==> src/rtl/frp_pkg.sv <==
// Package: shared types, constants and the residue lookup for the FASTA residue parser.
package frp_pkg;

    // Field and counter widths
    localparam int unsigned POS_W        = 20;
    localparam int unsigned LENGTH_BITS  = 20;
    localparam int unsigned HPOS_W       = 6;
    localparam int unsigned HEADER_LIMIT = 48;
    localparam int unsigned QDEPTH       = 4;
    localparam int unsigned QIDX_W       = 2;
    localparam int unsigned QCNT_W       = 3;

    localparam logic [LENGTH_BITS-1:0] LEN_MAX = {LENGTH_BITS{1'b1}};
    localparam logic [POS_W-1:0] POS_MAX = {POS_W{1'b1}};
    localparam logic [HPOS_W-1:0] HPOS_LIMIT = HPOS_W'(HEADER_LIMIT);

    // Character codes
    localparam logic [7:0] CH_GT    = 8'h3E;
    localparam logic [7:0] CH_NL    = 8'h0A;
    localparam logic [7:0] CH_SP    = 8'h20;
    localparam logic [7:0] CH_TAB   = 8'h09;
    localparam logic [7:0] CH_LOW_A = 8'h61;
    localparam logic [7:0] CH_LOW_B = 8'h62;
    localparam logic [7:0] CH_LOW_C = 8'h63;
    localparam logic [7:0] CH_LOW_D = 8'h64;
    localparam logic [7:0] CH_LOW_E = 8'h65;
    localparam logic [7:0] CH_LOW_G = 8'h67;
    localparam logic [7:0] CH_LOW_J = 8'h6A;
    localparam logic [7:0] CH_LOW_N = 8'h6E;
    localparam logic [7:0] CH_LOW_O = 8'h6F;
    localparam logic [7:0] CH_LOW_T = 8'h74;
    localparam logic [7:0] CH_LOW_U = 8'h75;
    localparam logic [7:0] CH_LOW_V = 8'h76;
    localparam logic [7:0] CH_LOW_W = 8'h77;
    localparam logic [7:0] CH_LOW_X = 8'h78;
    localparam logic [7:0] CH_LOW_Y = 8'h79;
    localparam logic [7:0] CASE_OFS = 8'h20;

    // Parser phase
    typedef enum logic [1:0] {
        PH_SEEK   = 2'd0,
        PH_HEADER = 2'd1,
        PH_SEQ    = 2'd2
    } t_phase;

    // Result kind codes
    typedef enum logic [1:0] {
        KIND_HEADER  = 2'd0,
        KIND_RESIDUE = 2'd1,
        KIND_END     = 2'd2
    } t_kind;

    typedef struct packed {
        t_kind             kind;
        logic [7:0]        value;
        logic [POS_W-1:0]  position;
        logic              invalid;
        logic              done;
        logic              last;
    } t_result;

    // Results of one byte: up to two
    typedef struct packed {
        logic [1:0] count;
        t_result    res0;
        t_result    res1;
    } t_dec_out;

    typedef struct packed {
        logic [4:0] code;
        logic       bad;
    } t_residue;

    // Fold case, remap by alphabet, range check
    function automatic t_residue residue_map(input logic [7:0] b, input logic dna);
        logic [7:0] c;
        logic       warn;
        t_residue   r;
        c    = (b < CH_LOW_A) ? (b + CASE_OFS) : b;
        warn = 1'b0;
        if (dna) begin
            case (c)
                CH_LOW_A, CH_LOW_C: c = c;
                CH_LOW_N, CH_LOW_X: c = CH_LOW_E;
                CH_LOW_T:           c = CH_LOW_B;
                CH_LOW_G:           c = CH_LOW_D;
                default:            warn = 1'b1;
            endcase
        end else begin
            case (c)
                CH_LOW_V: c = CH_LOW_B;
                CH_LOW_W: c = CH_LOW_J;
                CH_LOW_Y: c = CH_LOW_O;
                CH_LOW_X: c = CH_LOW_U;
                default:  c = c;
            endcase
        end
        if (c < CH_LOW_A || c > CH_LOW_U) begin
            c    = CH_LOW_X;
            warn = 1'b1;
        end
        c      = c - CH_LOW_A;
        r.code = c[4:0];
        r.bad  = warn;
        return r;
    endfunction

endpackage

==> src/rtl/frp_if.sv <==
// Interfaces: input byte channel, result channel and configuration write channel.
interface frp_in_if;
    logic       valid;
    logic       ready;
    logic [7:0] text_byte;
    logic       end_of_input;

    modport source (output valid, output text_byte, output end_of_input, input ready);
    modport sink   (input valid, input text_byte, input end_of_input, output ready);
endinterface

interface frp_out_if;
    logic        valid;
    logic        ready;
    logic [1:0]  result_kind;
    logic [7:0]  value;
    logic [19:0] position;
    logic        invalid_residue;
    logic        stream_done;
    logic        last_of_run;

    modport source (output valid, output result_kind, output value, output position,
                    output invalid_residue, output stream_done, output last_of_run,
                    input ready);
    modport sink   (input valid, input result_kind, input value, input position,
                    input invalid_residue, input stream_done, input last_of_run,
                    output ready);
endinterface

interface frp_cfg_if;
    logic valid;
    logic ready;
    logic alphabet_is_dna;

    modport source (output valid, output alphabet_is_dna, input ready);
    modport sink   (input valid, input alphabet_is_dna, output ready);
endinterface

==> src/rtl/frp_decode.sv <==
// Decoder: parser phase, header and sequence counters, and per-byte result generation.
module frp_decode (
    input  logic              i_clk,
    input  logic              i_rst_n,
    input  logic              i_fire,
    input  logic [7:0]        i_byte,
    input  logic              i_eoi,
    input  logic              i_dna,
    output frp_pkg::t_dec_out o_dec
);
    import frp_pkg::*;

    t_phase                  r_phase, n_phase;
    logic [HPOS_W-1:0]       r_hpos, n_hpos;
    logic [LENGTH_BITS-1:0]  r_len, n_len;
    t_residue                res;
    logic [31:0]             len_wide;
    logic [POS_W-1:0]        len_pos;

    assign res      = residue_map(i_byte, i_dna);
    // Saturate the reported length at the position field's maximum
    assign len_wide = 32'(r_len);
    assign len_pos  = (len_wide > 32'(POS_MAX)) ? POS_MAX : len_wide[POS_W-1:0];

    // Next state
    always_comb begin
        n_phase = r_phase;
        n_hpos  = r_hpos;
        n_len   = r_len;
        if (i_eoi) begin
            n_phase = PH_SEEK;
            n_hpos  = '0;
            n_len   = '0;
        end else begin
            case (r_phase)
                PH_HEADER: begin
                    if (i_byte == CH_NL) begin
                        n_phase = PH_SEQ;
                        n_len   = '0;
                    end else if (r_hpos < HPOS_LIMIT) begin
                        n_hpos = r_hpos + 1'b1;
                    end
                end
                PH_SEQ: begin
                    if (i_byte == CH_GT) begin
                        n_phase = PH_HEADER;
                        n_hpos  = '0;
                        n_len   = '0;
                    end else if (i_byte != CH_SP && i_byte != CH_NL && i_byte != CH_TAB) begin
                        if (r_len != LEN_MAX) begin
                            n_len = r_len + 1'b1;
                        end
                    end
                end
                default: begin
                    if (i_byte == CH_GT) begin
                        n_phase = PH_HEADER;
                        n_hpos  = '0;
                        n_len   = '0;
                    end
                end
            endcase
        end
    end

    // Results for the byte at hand
    always_comb begin
        o_dec          = '0;
        o_dec.res0.last = 1'b1;
        o_dec.res1.last = 1'b1;
        if (i_eoi) begin
            if (r_phase == PH_HEADER || r_phase == PH_SEQ) begin
                o_dec.count         = 2'd1;
                o_dec.res0.kind     = KIND_END;
                o_dec.res0.position = (r_phase == PH_SEQ) ? len_pos : '0;
                o_dec.res0.done     = 1'b1;
            end
        end else begin
            case (r_phase)
                PH_HEADER: begin
                    if (i_byte != CH_NL && r_hpos < HPOS_LIMIT) begin
                        o_dec.count         = 2'd1;
                        o_dec.res0.kind     = KIND_HEADER;
                        o_dec.res0.value    = i_byte;
                        o_dec.res0.position = POS_W'(r_hpos) + 1'b1;
                    end
                end
                PH_SEQ: begin
                    if (i_byte == CH_GT) begin
                        o_dec.count         = 2'd2;
                        o_dec.res0.kind     = KIND_END;
                        o_dec.res0.position = len_pos;
                        o_dec.res0.last     = 1'b0;
                        o_dec.res1.kind     = KIND_HEADER;
                        o_dec.res1.value    = i_byte;
                    end else if (i_byte != CH_SP && i_byte != CH_NL && i_byte != CH_TAB) begin
                        o_dec.count         = 2'd1;
                        o_dec.res0.kind     = KIND_RESIDUE;
                        o_dec.res0.value    = {3'b000, res.code};
                        o_dec.res0.position = len_pos;
                        o_dec.res0.invalid  = res.bad;
                    end
                end
                default: begin
                    if (i_byte == CH_GT) begin
                        o_dec.count      = 2'd1;
                        o_dec.res0.kind  = KIND_HEADER;
                        o_dec.res0.value = i_byte;
                    end
                end
            endcase
        end
    end

    // Advance state on each processed byte
    always_ff @(posedge i_clk) begin
        if (!i_rst_n) begin
            r_phase <= PH_SEEK;
            r_hpos  <= '0;
            r_len   <= '0;
        end else if (i_fire) begin
            r_phase <= n_phase;
            r_hpos  <= n_hpos;
            r_len   <= n_len;
        end
    end

`ifndef SYNTHESIS
    a_pair_order: assert property (@(posedge i_clk) disable iff (!i_rst_n)
        (i_fire && o_dec.count == 2'd2) |->
            (o_dec.res0.kind == KIND_END && o_dec.res1.kind == KIND_HEADER
             && o_dec.res1.last && !o_dec.res0.last))
        else $error("two-result byte not record end then header");

    a_eoi_clears: assert property (@(posedge i_clk) disable iff (!i_rst_n)
        (i_fire && i_eoi) |=> (r_phase == PH_SEEK && r_len == '0 && r_hpos == '0))
        else $error("end of input did not clear parser state");
`endif

endmodule

==> src/rtl/frp_outq.sv <==
// Result queue: four-entry FIFO taking up to two results per cycle, one out per cycle while i_ready is high.
module frp_outq (
    input  logic              i_clk,
    input  logic              i_rst_n,
    input  logic              i_push,
    input  frp_pkg::t_dec_out i_dec,
    output logic              o_room,
    output logic              o_valid,
    input  logic              i_ready,
    output frp_pkg::t_result  o_res
);
    import frp_pkg::*;

    t_result             r_mem [QDEPTH];
    logic [QIDX_W-1:0]   r_wr, r_rd;
    logic [QCNT_W-1:0]   r_count;
    logic [QCNT_W-1:0]   push_n;
    logic                pop;
    logic [QIDX_W-1:0]   wr_next;

    assign push_n  = i_push ? QCNT_W'(i_dec.count) : '0;
    assign pop     = (r_count != '0) && i_ready;
    assign o_valid = (r_count != '0);
    assign o_res   = r_mem[r_rd];
    assign o_room  = (r_count <= QCNT_W'(QDEPTH - 2));
    assign wr_next = r_wr + 1'b1;

    // Store incoming results
    always_ff @(posedge i_clk) begin
        if (push_n != '0) begin
            r_mem[r_wr] <= i_dec.res0;
        end
        if (push_n == QCNT_W'(2)) begin
            r_mem[wr_next] <= i_dec.res1;
        end
    end

    // Advance pointers and occupancy
    always_ff @(posedge i_clk) begin
        if (!i_rst_n) begin
            r_wr    <= '0;
            r_rd    <= '0;
            r_count <= '0;
        end else begin
            r_wr    <= r_wr + QIDX_W'(push_n);
            r_rd    <= r_rd + QIDX_W'(pop);
            r_count <= r_count + push_n - QCNT_W'(pop);
        end
    end

`ifndef SYNTHESIS
    a_no_overflow: assert property (@(posedge i_clk) disable iff (!i_rst_n)
        (push_n != '0) |-> (r_count + push_n <= QCNT_W'(QDEPTH)))
        else $error("result queue overflow");

    a_count_bound: assert property (@(posedge i_clk) disable iff (!i_rst_n)
        r_count <= QCNT_W'(QDEPTH))
        else $error("result queue count out of range");
`endif

endmodule

==> src/rtl/fasta_residue_parser_unit.sv <==
// Top level: FASTA residue parser with input register, decoder and result queue.
//
//  port    | dir | contents
//  --------+-----+----------------------------------------------------------
//  i_in    | in  | text_byte, end_of_input
//  o_out   | out | result_kind, value, position, invalid_residue,
//          |     | stream_done, last_of_run
//  i_cfg   | in  | alphabet_is_dna (always ready)
//
// One byte per cycle while the queue has room: a byte is registered, then decoded, and
// its zero, one or two results land in a four-entry result queue.
// A registered byte is decoded only while the queue has two free slots.
// Reset is synchronous; it clears phase, counters, queue and alphabet select.
module fasta_residue_parser_unit (
    input  logic i_clk,
    input  logic i_rst_n,
    frp_in_if.sink    i_in,
    frp_out_if.source o_out,
    frp_cfg_if.sink   i_cfg
);
    import frp_pkg::*;

    logic       r_in_valid;
    logic [7:0] r_byte;
    logic       r_eoi;
    logic       r_dna;
    logic       dec_fire;
    logic       room;
    t_dec_out   dec;
    t_result    qres;

    assign dec_fire   = r_in_valid && room;
    assign i_in.ready = !r_in_valid || dec_fire;
    assign i_cfg.ready = 1'b1;

    // Hold the input byte until decoded
    always_ff @(posedge i_clk) begin
        if (!i_rst_n) begin
            r_in_valid <= 1'b0;
        end else if (i_in.ready) begin
            r_in_valid <= i_in.valid;
        end
    end

    always_ff @(posedge i_clk) begin
        if (i_in.ready && i_in.valid) begin
            r_byte <= i_in.text_byte;
            r_eoi  <= i_in.end_of_input;
        end
    end

    // Alphabet select register
    always_ff @(posedge i_clk) begin
        if (!i_rst_n) begin
            r_dna <= 1'b0;
        end else if (i_cfg.valid) begin
            r_dna <= i_cfg.alphabet_is_dna;
        end
    end

    frp_decode u_decode (
        .i_clk   (i_clk),
        .i_rst_n (i_rst_n),
        .i_fire  (dec_fire),
        .i_byte  (r_byte),
        .i_eoi   (r_eoi),
        .i_dna   (r_dna),
        .o_dec   (dec)
    );

    frp_outq u_outq (
        .i_clk   (i_clk),
        .i_rst_n (i_rst_n),
        .i_push  (dec_fire),
        .i_dec   (dec),
        .o_room  (room),
        .o_valid (o_out.valid),
        .i_ready (o_out.ready),
        .o_res   (qres)
    );

    // Drive result payload
    assign o_out.result_kind     = qres.kind;
    assign o_out.value           = qres.value;
    assign o_out.position        = qres.position;
    assign o_out.invalid_residue = qres.invalid;
    assign o_out.stream_done     = qres.done;
    assign o_out.last_of_run     = qres.last;

endmodule

==> src/flat_wrapper.sv <==
// flat-port wrapper written by rule: the top's interface ports become plain ports
module fasta_residue_parser_unit_flat import frp_pkg::*;
  (i_clk, i_rst_n, i_in_valid, i_in_text_byte, i_in_end_of_input, i_in_ready, o_out_valid, o_out_result_kind, o_out_value, o_out_position, o_out_invalid_residue, o_out_stream_done, o_out_last_of_run, o_out_ready, i_cfg_valid, i_cfg_alphabet_is_dna, i_cfg_ready);
  frp_in_if i_in_i ();
  frp_out_if o_out_i ();
  frp_cfg_if i_cfg_i ();
  input  logic i_clk;
  input  logic i_rst_n;
  input wire logic [$bits(i_in_i.valid)-1:0] i_in_valid;
  input wire logic [$bits(i_in_i.text_byte)-1:0] i_in_text_byte;
  input wire logic [$bits(i_in_i.end_of_input)-1:0] i_in_end_of_input;
  output wire logic [$bits(i_in_i.ready)-1:0] i_in_ready;
  output wire logic [$bits(o_out_i.valid)-1:0] o_out_valid;
  output wire logic [$bits(o_out_i.result_kind)-1:0] o_out_result_kind;
  output wire logic [$bits(o_out_i.value)-1:0] o_out_value;
  output wire logic [$bits(o_out_i.position)-1:0] o_out_position;
  output wire logic [$bits(o_out_i.invalid_residue)-1:0] o_out_invalid_residue;
  output wire logic [$bits(o_out_i.stream_done)-1:0] o_out_stream_done;
  output wire logic [$bits(o_out_i.last_of_run)-1:0] o_out_last_of_run;
  input wire logic [$bits(o_out_i.ready)-1:0] o_out_ready;
  input wire logic [$bits(i_cfg_i.valid)-1:0] i_cfg_valid;
  input wire logic [$bits(i_cfg_i.alphabet_is_dna)-1:0] i_cfg_alphabet_is_dna;
  output wire logic [$bits(i_cfg_i.ready)-1:0] i_cfg_ready;
  assign i_in_i.valid = i_in_valid;
  assign i_in_i.text_byte = i_in_text_byte;
  assign i_in_i.end_of_input = i_in_end_of_input;
  assign i_in_ready = i_in_i.ready;
  assign o_out_valid = o_out_i.valid;
  assign o_out_result_kind = o_out_i.result_kind;
  assign o_out_value = o_out_i.value;
  assign o_out_position = o_out_i.position;
  assign o_out_invalid_residue = o_out_i.invalid_residue;
  assign o_out_stream_done = o_out_i.stream_done;
  assign o_out_last_of_run = o_out_i.last_of_run;
  assign o_out_i.ready = o_out_ready;
  assign i_cfg_i.valid = i_cfg_valid;
  assign i_cfg_i.alphabet_is_dna = i_cfg_alphabet_is_dna;
  assign i_cfg_ready = i_cfg_i.ready;
  fasta_residue_parser_unit u_core (.i_clk(i_clk), .i_rst_n(i_rst_n), .i_in(i_in_i), .o_out(o_out_i), .i_cfg(i_cfg_i));
endmodule
==> config.mk <==
export PLATFORM = sky130hd
export DESIGN_NAME = fasta_residue_parser_unit_flat
export DESIGN_NICKNAME = d
export VERILOG_FILES = /design/src/rtl/frp_pkg.sv /design/src/rtl/frp_if.sv /design/src/rtl/frp_decode.sv /design/src/rtl/frp_outq.sv /design/src/rtl/fasta_residue_parser_unit.sv /design/src/flat_wrapper.sv
export SDC_FILE = /design/constraint.sdc
export NUM_CORES = 1
export LEC_CHECK = 0
export ABC_AREA = 1
export BUFFER_PORTS_ARGS = -buffer_cell sky130_fd_sc_hd__buf_2
export CAP_MARGIN = 40
export CORE_MARGIN = 3
export CORE_UTILIZATION = 45
export DETAILED_ROUTE_END_ITERATION = 12
export HOLD_SLACK_MARGIN = 0.08
export PLACE_DENSITY_LB_ADDON = 0.15
export SYNTH_ARGS = -nofsm -noshare
export SYNTH_HDL_FRONTEND = slang
export SYNTH_SLANG_ARGS = --single-unit
==> constraint.sdc <==
create_clock -name i_clk -period 8.5 [get_ports i_clk]
set_input_delay 0.85 -clock i_clk [delete_from_list [all_inputs] [get_ports i_clk]]
set_output_delay 0.85 -clock i_clk [all_outputs]
set_load 0.01 [all_outputs]
==> results of run 1 <==
per-layer routing:
layer / track usage / vias up
met1: 0.319 / 3533
met2: 0.354 / 192
met3: 0.0370 / 27
met5: 0 / -
met4: 0.0595 / 0
li1: - / 3704
cells in the final DEF, fill, tap and decap left out, drive strengths merged, types with 18 or more instances in the layout:
| cell | Yosys | final |
|---|---|---|
| a21oi | 27 | 27 |
| a22o | 24 | 24 |
| buf | 17 | 53 |
| clkbuf | 30 | 19 |
| dfxtp | 137 | 137 |
| edfxtp | 41 | 41 |
| inv | 106 | 112 |
| nand2 | 220 | 220 |
| nand3 | 54 | 54 |
| nor2 | 149 | 149 |
| nor3 | 18 | 18 |
| o21ai | 169 | 169 |
| o22ai | 37 | 37 |
per-stage QoR:
stage | cell area [sq um] | hold slack (ps) | setup slack (ps) | std cells
floorplan | 8390 | 421 | 5640 | 1085
global placement | 8710 | 433 | 4890 | 1318
detailed placement | 8770 | 437 | 4850 | 1320
CTS | 9390 | 453 | 4850 | 1352
global route | 9390 | 467 | 4520 | 1352
finish | 9390 | 454 | 4840 | 1352
layout make-up:
| class | instances | area (sq um) |
|---|---|---|
| Clock buffer | 19 | 453 |
| Fill cell | 1794 | 8760 |
| Tap cell | 229 | 287 |
| Inverter | 108 | 409 |
| Sequential cell | 178 | 3980 |
| Timing Repair Buffer | 53 | 315 |
| Multi-Input combinational cell | 752 | 3780 |
| Clock inverter | 13 | 168 |
final timing paths:
kind | start | endpoint | slack [ps]
setup / recovery | u_core.r_byte[2] | u_core.u_outq.r_mem[0][27] | 4840
setup reg to reg | u_core.r_byte[2] | u_core.u_outq.r_mem[0][27] | 4840
hold / removal | u_core.u_outq.r_mem[2][9] | u_core.u_outq.r_mem[2][9] | 450
hold reg to reg | u_core.u_outq.r_mem[2][9] | u_core.u_outq.r_mem[2][9] | 450
where the power goes:
part,internal [mW],total (mW),switching (mW)
Sequential,0.888,0.910,0.0213
Clock,0.461,0.822,0.361
Combinational,0.204,0.575,0.371
worst max-delay path, delay by kind of cell, from the launching register on:
family	cells	cell delay, ps
DFF	1	440
and+or+nand+nor	10	2290
buffers and inverters	2	510
AOI/OAI and AO/OA	2	190
logic make-up (layout without fill, tap and decap cells):
group,count (synthesis),count (layout)
DFF,178,178
buffers and inverters,155,193
other,1,1
xor gates and xnor gates,9,9
AOI/OAI and AO/OA,280,280
and+or+nand+nor,450,450
adders and majority gates,12,12
sequential cells by signal, summed over array words and instances, names as in the netlist:
name	flops
u_core.u_outq.r_rd	2
u_core.u_outq.r_wr	2
u_core.u_outq.r_mem	132
u_core.r_eoi	1
u_core.u_outq.r_count	3
u_core.r_byte	8
u_core.u_decode.r_phase	2
u_core.r_in_valid	1
u_core.u_decode.r_len	20
u_core.u_decode.r_hpos	6
u_core.r_dna	1
==> impl_results.md, run 1 <==
- Xor and xnor area share after synthesis: 0.00939
- Routability cong.: 0.892
- Clock transition at path regs: 80 ps
- Crit path time final: approximately 3700 ps
- Initial core utilization: 0.463
- Hold Buf Count CTS: 0
- Endpoints failing setup: 0
- Vias/cell: 5.51
- Total power: ~2.3 mW
- H-tree depth: 4
- Setup CP Type: reg2reg
- Critical Path RT: approximately 8700 ps
- Commonest cells in the netlist: 204 x nand2_1, 141 x nor2_1, 137 x dfxtp_1
- Fin. Hold Viols: 0
- Antenna violation net count after detailed routing: 0
- Die area: 20300 sq um
- # IOs: 51
- Worst Path Arrival: ~3900 ps
- Site Rows: 49
- Detailed Route Iter0 Violations: roughly 620
- DR pass1 iterations: 5
- Complex-gate fraction of the synthesized area: 0.192
- Post-synth ARST share: 0
- Max_slew headroom: 0.438
- Met1 Wirelength: 10.7 mm
- Post-synthesis mux area share: 0
- GR Overflow Total: 0
- Largest net degree at the start of global routing: around 70
- Count of cell types in the netlist: 48
- Syn_nets: 1112
- Hold depth: 2
- Top cell type's share of synthesized area: 0.327
- Global-route wire length before repair: about 36 mm
- DP HPWL: around 15 mm
- Leak: 3.84 nW
- Peak supply drop: 0.139 mV
- Routed WL per cell: 16.4 um
- Yosys reg bits: 178
- Synthesis Warnings: 0
- Most common cell on crit path: nand2_2
- Die extent in x: 143 um
- Hold crit path type: reg2reg
- Slew Viols, Final: 0
- Ys flop type: dfxtp_1
- Critical path's slowest cell: nand2_1
- CP peak stage delay: 630 ps
- Part of the cycle the worst path needs: 0.431
- EDFF count, synth: 41
- Core Box Area: 18100 sq um
- Synth Instances: 1085
- Post-synthesis sequential area ratio: 0.473
- Worst-path maximum fanout: 25
- Met2 wire len: between 10 and 15 mm
- Fmax achieved: between 0.2 and 0.3 GHz
- CTS Sinks: about 180
- CTS tree: built
- Clk Latency, worst-skew pair: ~440 ps
- Fin nets: 1137
- Vias in the first global route: 6897
- Max-cap violation count: 0
- PortBufs: 49
- Unrepaired setup endpoints after global routing: false
- Met3 wire len: 1.15 mm
- Worst setup EP type: flop
- Synth Area in Simple Gates: 0.230
- CP Cell Sequence: inv_2 -> nand2_1 -> nor3_2 -> nand4_1 -> nand3_2 -> nor3_2 -> o21ai_1 -> nand3_1 -> nand2_2 -> nand2_2 -> nand2_1 -> nand2_2 -> inv_4 -> a31oi_1
- CTS Root Cell: clkbuf_16
- Startpoint class of the critical path: flop
- Post_cts resized: 0
- Initial antenna violation count: 0
- Setup bufs post-CTS: 0
- CTS Buffer Depth: 2
- Die height: roughly 140 um
- Cell area after synthesis: about 8400 sq um
- Num CTS Buffers: 17
- Global Route Usage Sum: 0.224
- Ant. Diodes: 0
- Largest family of logic cells by synthesized area: simple AND/OR/NAND/NOR gates
- Top sig layer: met4
- Reg2Reg Depth: 14
- Status: finished clean
- Post-Route WL: about 22 mm
- Skew final: 8.88 ps
- # DRC: 0
- Power per standard cell area: 246 nW/um^2
- Worst Tran Pin Value: 842 ps
- Post-synth top area cell: dfxtp_1
- Area Overhead vs Synth: 11.8%
- Via count of the routed design: 7456
- Syn Area/Cell: 7.74 sq um
- Finished Core Util: 0.517
- Most common cell in the netlist: nand2_1
- Share of layout cells above drive strength 1: 0.129
- Synth area leaders: dfxtp_1 33%, edfxtp_1 15%, nand2_1 9.1%
- Fin Setup TNS: 0 ps
- Fraction of the mapped netlist area in adder cells: 0.0188
No activity file was read; power rests on OpenSTA's default activity.
==> inputs of run 2 (changes only) <==
clock period = 3.68 ns   (was 8.5 ns; I/O delays follow)
==> impl_results.md, run 2 (synthesized netlist as in run 1, its figures left out) <==
- Status: finished clean
- Final worst slack: 344 ps
- CTS Buffer Depth: 2
- H-tree depth: 4
- Largest registers: u_core.u_outq.r_mem: 132 flops, u_core.u_decode.r_len: 20 flops, u_core.r_byte: 8 flops
- Fin. Hold Viols: 0
- Setup CP Type: reg2reg
- Reg2reg setup slack: around 340 ps
- Detailed Route Iter0 Violations: around 610
- GR Overflow Total: 0
- Core Box Area: around 18000 sq um
- Initial core utilization: 0.463
- Worst setup EP type: flop
- CTS Sinks: 178
- Seq pwr share: 0.400
- Critical Path RT: ~3900 ps
- Hold Buf Count CTS: 0
- Worst Path Arrival: 3520 ps
- Reg2Reg Depth: 24
- CTS tree: built
- Crit path time final: ~3300 ps
- Fmax achieved: 0.300 GHz
- Largest register FFs: 132
- Fin nets: between 1000 and 1500
- Global Route Usage Sum: 0.227
- Vias/cell: 5.40
- Max-cap violation count: 0
- Commonest non-fill, non-tap cell in the layout: nand2_1
- Fin Setup TNS: 0 ps
- Routability cong.: between 0.8 and 0.9
- # DRC: 0
- # IOs: 51
- Peak supply drop: around 0.42 mV
- Hold depth: 1
- Antenna violation net count after detailed routing: 0
- Leak: 3.93 nW
- Hold path startpoint: i_in_text_byte[6]
- Die height: roughly 140 um
- Biggest register: u_core.u_outq.r_mem
- CTS Root Cell: clkbuf_16
- Num CTS Buffers: 17
- Clock transition at path regs: 70 ps
- Unrepaired setup endpoints after global routing: false
- Hold path endpoint: u_core.r_byte[6]
- Minimum hold slack: 112 ps
- Post-Route WL: between 20 and 25 mm
- Hold crit path type: in2reg
- Die area: between 20000 and 25000 sq um
- Switching share of power: 0.335
- Part of the cycle the worst path needs: 0.906
- Via count of the routed design: around 7400
- Reg-to-Reg End: u_core.u_outq.r_mem[3][27]
- Place WS: ~270 ps
- Ant. Diodes: 0
- Vias in the first global route: 6800
- DP HPWL: 15.0 mm
- Startpoint class of the critical path: flop
- PortBufs: 49
- Area Overhead vs Synth: 13.2%
- Fillers: 1780
- Max_slew headroom: 0.496
- Worst Tran Pin Value: 753 ps
- Share of layout cells above drive strength 1: 0.145
- Slew Viols, Final: 0
- Power per standard cell area: 553 nW/um^2
- Die extent in x: 143 um
- Worst-path maximum fanout: 6
- Pint: between 3 and 4 mW
- Logic pwr share: 0.261
- Finished Core Util: 0.524
- Site Rows: 49
- Global-route wire length before repair: around 36 mm
- Total power: approximately 5.3 mW
- Largest net degree at the start of global routing: between 60 and 70
- Most frequent cells in the layout: 204 x nand2_1, 140 x nor2_1, 136 x dfxtp_1, 128 x o21ai_0, 84 x inv_1
- Endpoints failing setup: 0
- Clock Power Share: 0.339
- Routed WL per cell: 16.5 um
- Skew final: 9.11 ps
- NetSw: 1.76 mW
- Clk Latency, worst-skew pair: 430 ps
- DR pass1 iterations: 5
- Register area: 3980 sq um
- Area of the multi-input gates: 3790 sq um
- Initial antenna violation count: 0
- FF-to-FF Start: u_core.r_byte[1]
run 2: cell types whose count changed in the layout (fill, tap and decap cells not counted), sizes merged:
cell	before	now
buf	53	73
bufinv	2	0
clkinv	6	7
clkinvlp	1	0
inv	112	113
run 2: power groups by stage:
stage                     logic, mW  clock network [mW]  registers [mW]
after CTS                      1.36                1.81            2.10
final                          1.37                1.78            2.10
after floorplan               0.880                   0            2.13
after global routing           1.53                1.90            2.10
after global placement         1.31                   0            2.14
after detailed placement       1.35                   0            2.14
run 2: final cells by class:
class                   instances  area share
clock buffers                  19      0.0488
clock inverters                12      0.0117
inverters                     108      0.0430
multi-input cells             752       0.399
flip-flops and latches        178       0.418
repair buffers                 73      0.0490
well taps                     229      0.0301
run 2: what timing repair did:
| action | in CTS | in global routing |
|---|---|---|
| buffers inserted | 0 | 7 |
| resized for setup | 0 | 3 |
| setup endpoints to repair | 0 | 7 |
| endpoints found under the hold margin | 0 | 0 |
run 2: per-stage QoR:
step / cell area, sq um / cells
floorplan: 8390 / 1085
global placement: 8810 / 1331
detailed placement: 8860 / 1333
CTS: 9440 / 1364
global route: 9500 / 1371
finish: 9500 / 1371
run 2: worst max path at each step:
stage          cells after the start                         end        startpoint
6_report                          24  u_core.u_outq.r_mem[3][27]  u_core.r_byte[1]
5_1_grt                           24  u_core.u_outq.r_mem[2][27]  u_core.r_byte[1]
4_1_cts                           22  u_core.u_outq.r_mem[1][24]  u_core.r_byte[0]
3_5_place_dp                      22  u_core.u_outq.r_mem[1][24]  u_core.r_byte[0]
3_3_place_gp                      22  u_core.u_outq.r_mem[2][24]  u_core.r_byte[0]
2_1_floorplan                     26  u_core.u_outq.r_mem[2][27]  u_core.r_byte[1]
run 2: critical path: stages, from the launching register on:
cell      delay [ps]
edfxtp_1         500
nor2_1           160
nand2_1          120
nand2_1          120
nand3_1           70
nand2_1          140
nor2_2            80
nand3_1          130
nand2_1           70
nor2_1           160
nand2_1           70
nand2_1           60
nand2_1           90
a21oi_2          200
nand2_1          130
inv_2             90
nand3_2           80
ha_1             220
nand3_1          110
xor2_1           150
nand2_1           60
nand2_1           90
nand2_1           70
nand2_1           60
nand2_1           50
run 2: layer usage:
| metal | vias to the layer above | wire length [um] | global-route usage |
|---|---|---|---|
| met3 | 23 | 1200 | 0.0407 |
| met5 | - | 0 | 0 |
| met2 | 185 | 10200 | 0.352 |
| met4 | 0 | 237 | 0.0545 |
| met1 | 3465 | 11100 | 0.330 |
| li1 | 3737 | - | - |
==> inputs of run 3 (changes only) <==
CTS_BUF_LIST = sky130_fd_sc_hd__clkbuf_16   (was not set)
==> impl_results.md, run 3 (synthesized netlist as in run 1, its figures left out) <==
- Power per standard cell area: 550 nW/um^2
- Share of layout cells above drive strength 1: 0.144
- CTS Sinks: 178
- Clock transition at path regs: 70 ps
- GR Overflow Total: 0
- Place WS: between 200 and 300 ps
- PortBufs: between 40 and 50
- Vias in the first global route: just under 7000
- Worst Tran Pin Value: 768 ps
- Commonest non-fill, non-tap cell in the layout: nand2_1
- Global Route Usage Sum: 0.227
- Post-Route WL: 22.6 mm
- Num CTS Buffers: 17
- Status: finished clean
- Final worst slack: 365 ps
- Crit path time final: 3320 ps
- DP HPWL: 15.0 mm
- Hold path endpoint: u_core.r_byte[6]
- Clk Latency, worst-skew pair: 430 ps
- Via count of the routed design: between 7000 and 8000
- Global-route wire length before repair: 36.3 mm
- CTS Root Cell: clkbuf_16
- CP Cell Sequence: ha_1 -> nand2_1 -> nand3_1 -> nand2_1 -> nor2_2 -> nand3_1 -> nand2_1 -> nor2_1 -> nand2_1 -> nand2_1 -> nand2_1 -> a21oi_2 -> nand2_1 -> inv_2 -> nand3_2 -> ha_1 -> nand3_1 -> xor2_1 -> nand2_1 -> nand2_1 -> nand2_1 -> nand2_1 -> nand2_1
- Hold path startpoint: i_in_text_byte[6]
- Met1 usage: 0.331
- Reg2reg setup slack: 360 ps
- Placed instance area: a little under 9000 sq um
- Worst Path Arrival: 3500 ps
- Critical path's slowest cell: edfxtp_1
- Die area: 20300 sq um
- # IOs: 51
- Die height: 143 um
- Fillers: 1781
- Peak supply drop: between 0.4 and 0.5 mV
- Leak: 3.92 nW
- Fin Setup TNS: 0 ps
- Worst setup EP type: flop
- Critical Path RT: 3860 ps
- Slew Viols, Final: 0
- Endpoints failing setup: 0
- CP bufs+invs: 1
- Reg-to-Reg End: u_core.u_outq.r_mem[3][27]
- Setup CP Type: reg2reg
- Hold depth: 1
- Fin. Hold Viols: 0
- Initial core utilization: 0.463
- M3 GR Usage: 0.0407
- Core Box Area: 18100 sq um
- Largest register FFs: 132
- Skew final: 10.9 ps
- Max-cap violation count: 0
- Ant. Diodes: 0
- Largest registers: u_core.u_outq.r_mem: 132 flops, u_core.u_decode.r_len: 20 flops, u_core.r_byte: 8 flops
- Hold Buf Count CTS: 0
- Antenna violation net count after detailed routing: 0
- Final instance area: roughly 9500 sq um
- Largest net degree at the start of global routing: slightly below 70
- Total power: 5.22 mW
- H-tree depth: 4
- Hold crit path type: in2reg
- Gr busiest metal: met2
- Vias/cell: between 5 and 6
- Fin nets: between 1000 and 1500
- Met2 Track Usage GR: 0.352
- Initial antenna violation count: 0
- Routed WL per cell: 16.5 um
- Detailed Route Iter0 Violations: 583
- CP peak stage delay: a little under 500 ps
- Reg2Reg Depth: 23
- Max_slew headroom: 0.486
- Startpoint class of the critical path: flop
- Routability cong.: about 0.84
- DR pass1 iterations: 6
- Part of the cycle the worst path needs: 0.901
- Site Rows: 49
- Biggest register: u_core.u_outq.r_mem
- Die extent in x: 143 um
- Unrepaired setup endpoints after global routing: false
- CTS Buffer Depth: 2
- Fmax achieved: 0.302 GHz
- Area Overhead vs Synth: 13.1%
- # DRC: 0
- Most frequent cells in the layout: 204 x nand2_1, 140 x nor2_1, 136 x dfxtp_1, 128 x o21ai_0, 84 x inv_1
- FF-to-FF Start: u_core.r_byte[5]
- CP delay by family, top: simple AND/OR/NAND/NOR gates
- Worst-path maximum fanout: 6
- Most common cell on crit path: nand2_1
- CTS tree: built
==> run 3: where the power goes <==
part | total, mW | switching, mW | internal [mW]
Combinational | 1.37 | 0.875 | 0.492
Sequential | 2.10 | 0.0465 | 2.05
Clock | 1.76 | 0.831 | 0.927
==> run 3: layout make-up <==
| type | instances | area [sq um] | area share |
|---|---|---|---|
| flip-flops and latches | 178 | 3980 | 0.419 |
| repair buffers | 73 | 465 | 0.0490 |
| clock inverters | 13 | 115 | 0.0121 |
| inverters | 108 | 409 | 0.0431 |
| multi-input cells | 752 | 3790 | 0.399 |
| clock buffers | 18 | 450 | 0.0474 |
| well taps | 229 | 287 | 0.0302 |
==> run 3: worst max-delay path by stage <==
| stage | from | to | slack, ps | cells past startpoint |
|---|---|---|---|---|
| after global routing | u_core.r_byte[1] | u_core.u_outq.r_mem[2][27] | 30 | 24 |
| after global placement | u_core.r_byte[0] | u_core.u_outq.r_mem[2][24] | 380 | 22 |
| after detailed placement | u_core.r_byte[0] | u_core.u_outq.r_mem[1][24] | 270 | 22 |
| after CTS | u_core.r_byte[0] | u_core.u_outq.r_mem[1][24] | 240 | 22 |
| final | u_core.r_byte[5] | u_core.u_outq.r_mem[3][27] | 360 | 23 |
| after floorplan | u_core.r_byte[1] | u_core.u_outq.r_mem[2][27] | 820 | 26 |
==> run 3: per-stage QoR <==
stage / hold WS [ps] / util / std cells
after detailed placement: 437 / 0.488 / 1333
after CTS: 92.8 / 0.520 / 1364
final: 111 / 0.523 / 1371
after global placement: 433 / 0.485 / 1331
after floorplan: 421 / - / 1085
after global routing: 92.5 / 0.523 / 1371
==> run 3: what timing repair did <==
item                                    in CTS  in global routing
gates resized for setup                      0                  3
endpoints found under the setup margin       0                  7
setup buffers                                0                  7
hold endpoints to repair                     0                  0
==> run 3: layer usage <==
metal / share of wire / vias up
li1: - / 3737
met1: 0.48 / 3457
met2: 0.45 / 204
met3: 0.054 / 22
met4: 0.0098 / 0
met5: 0 / -
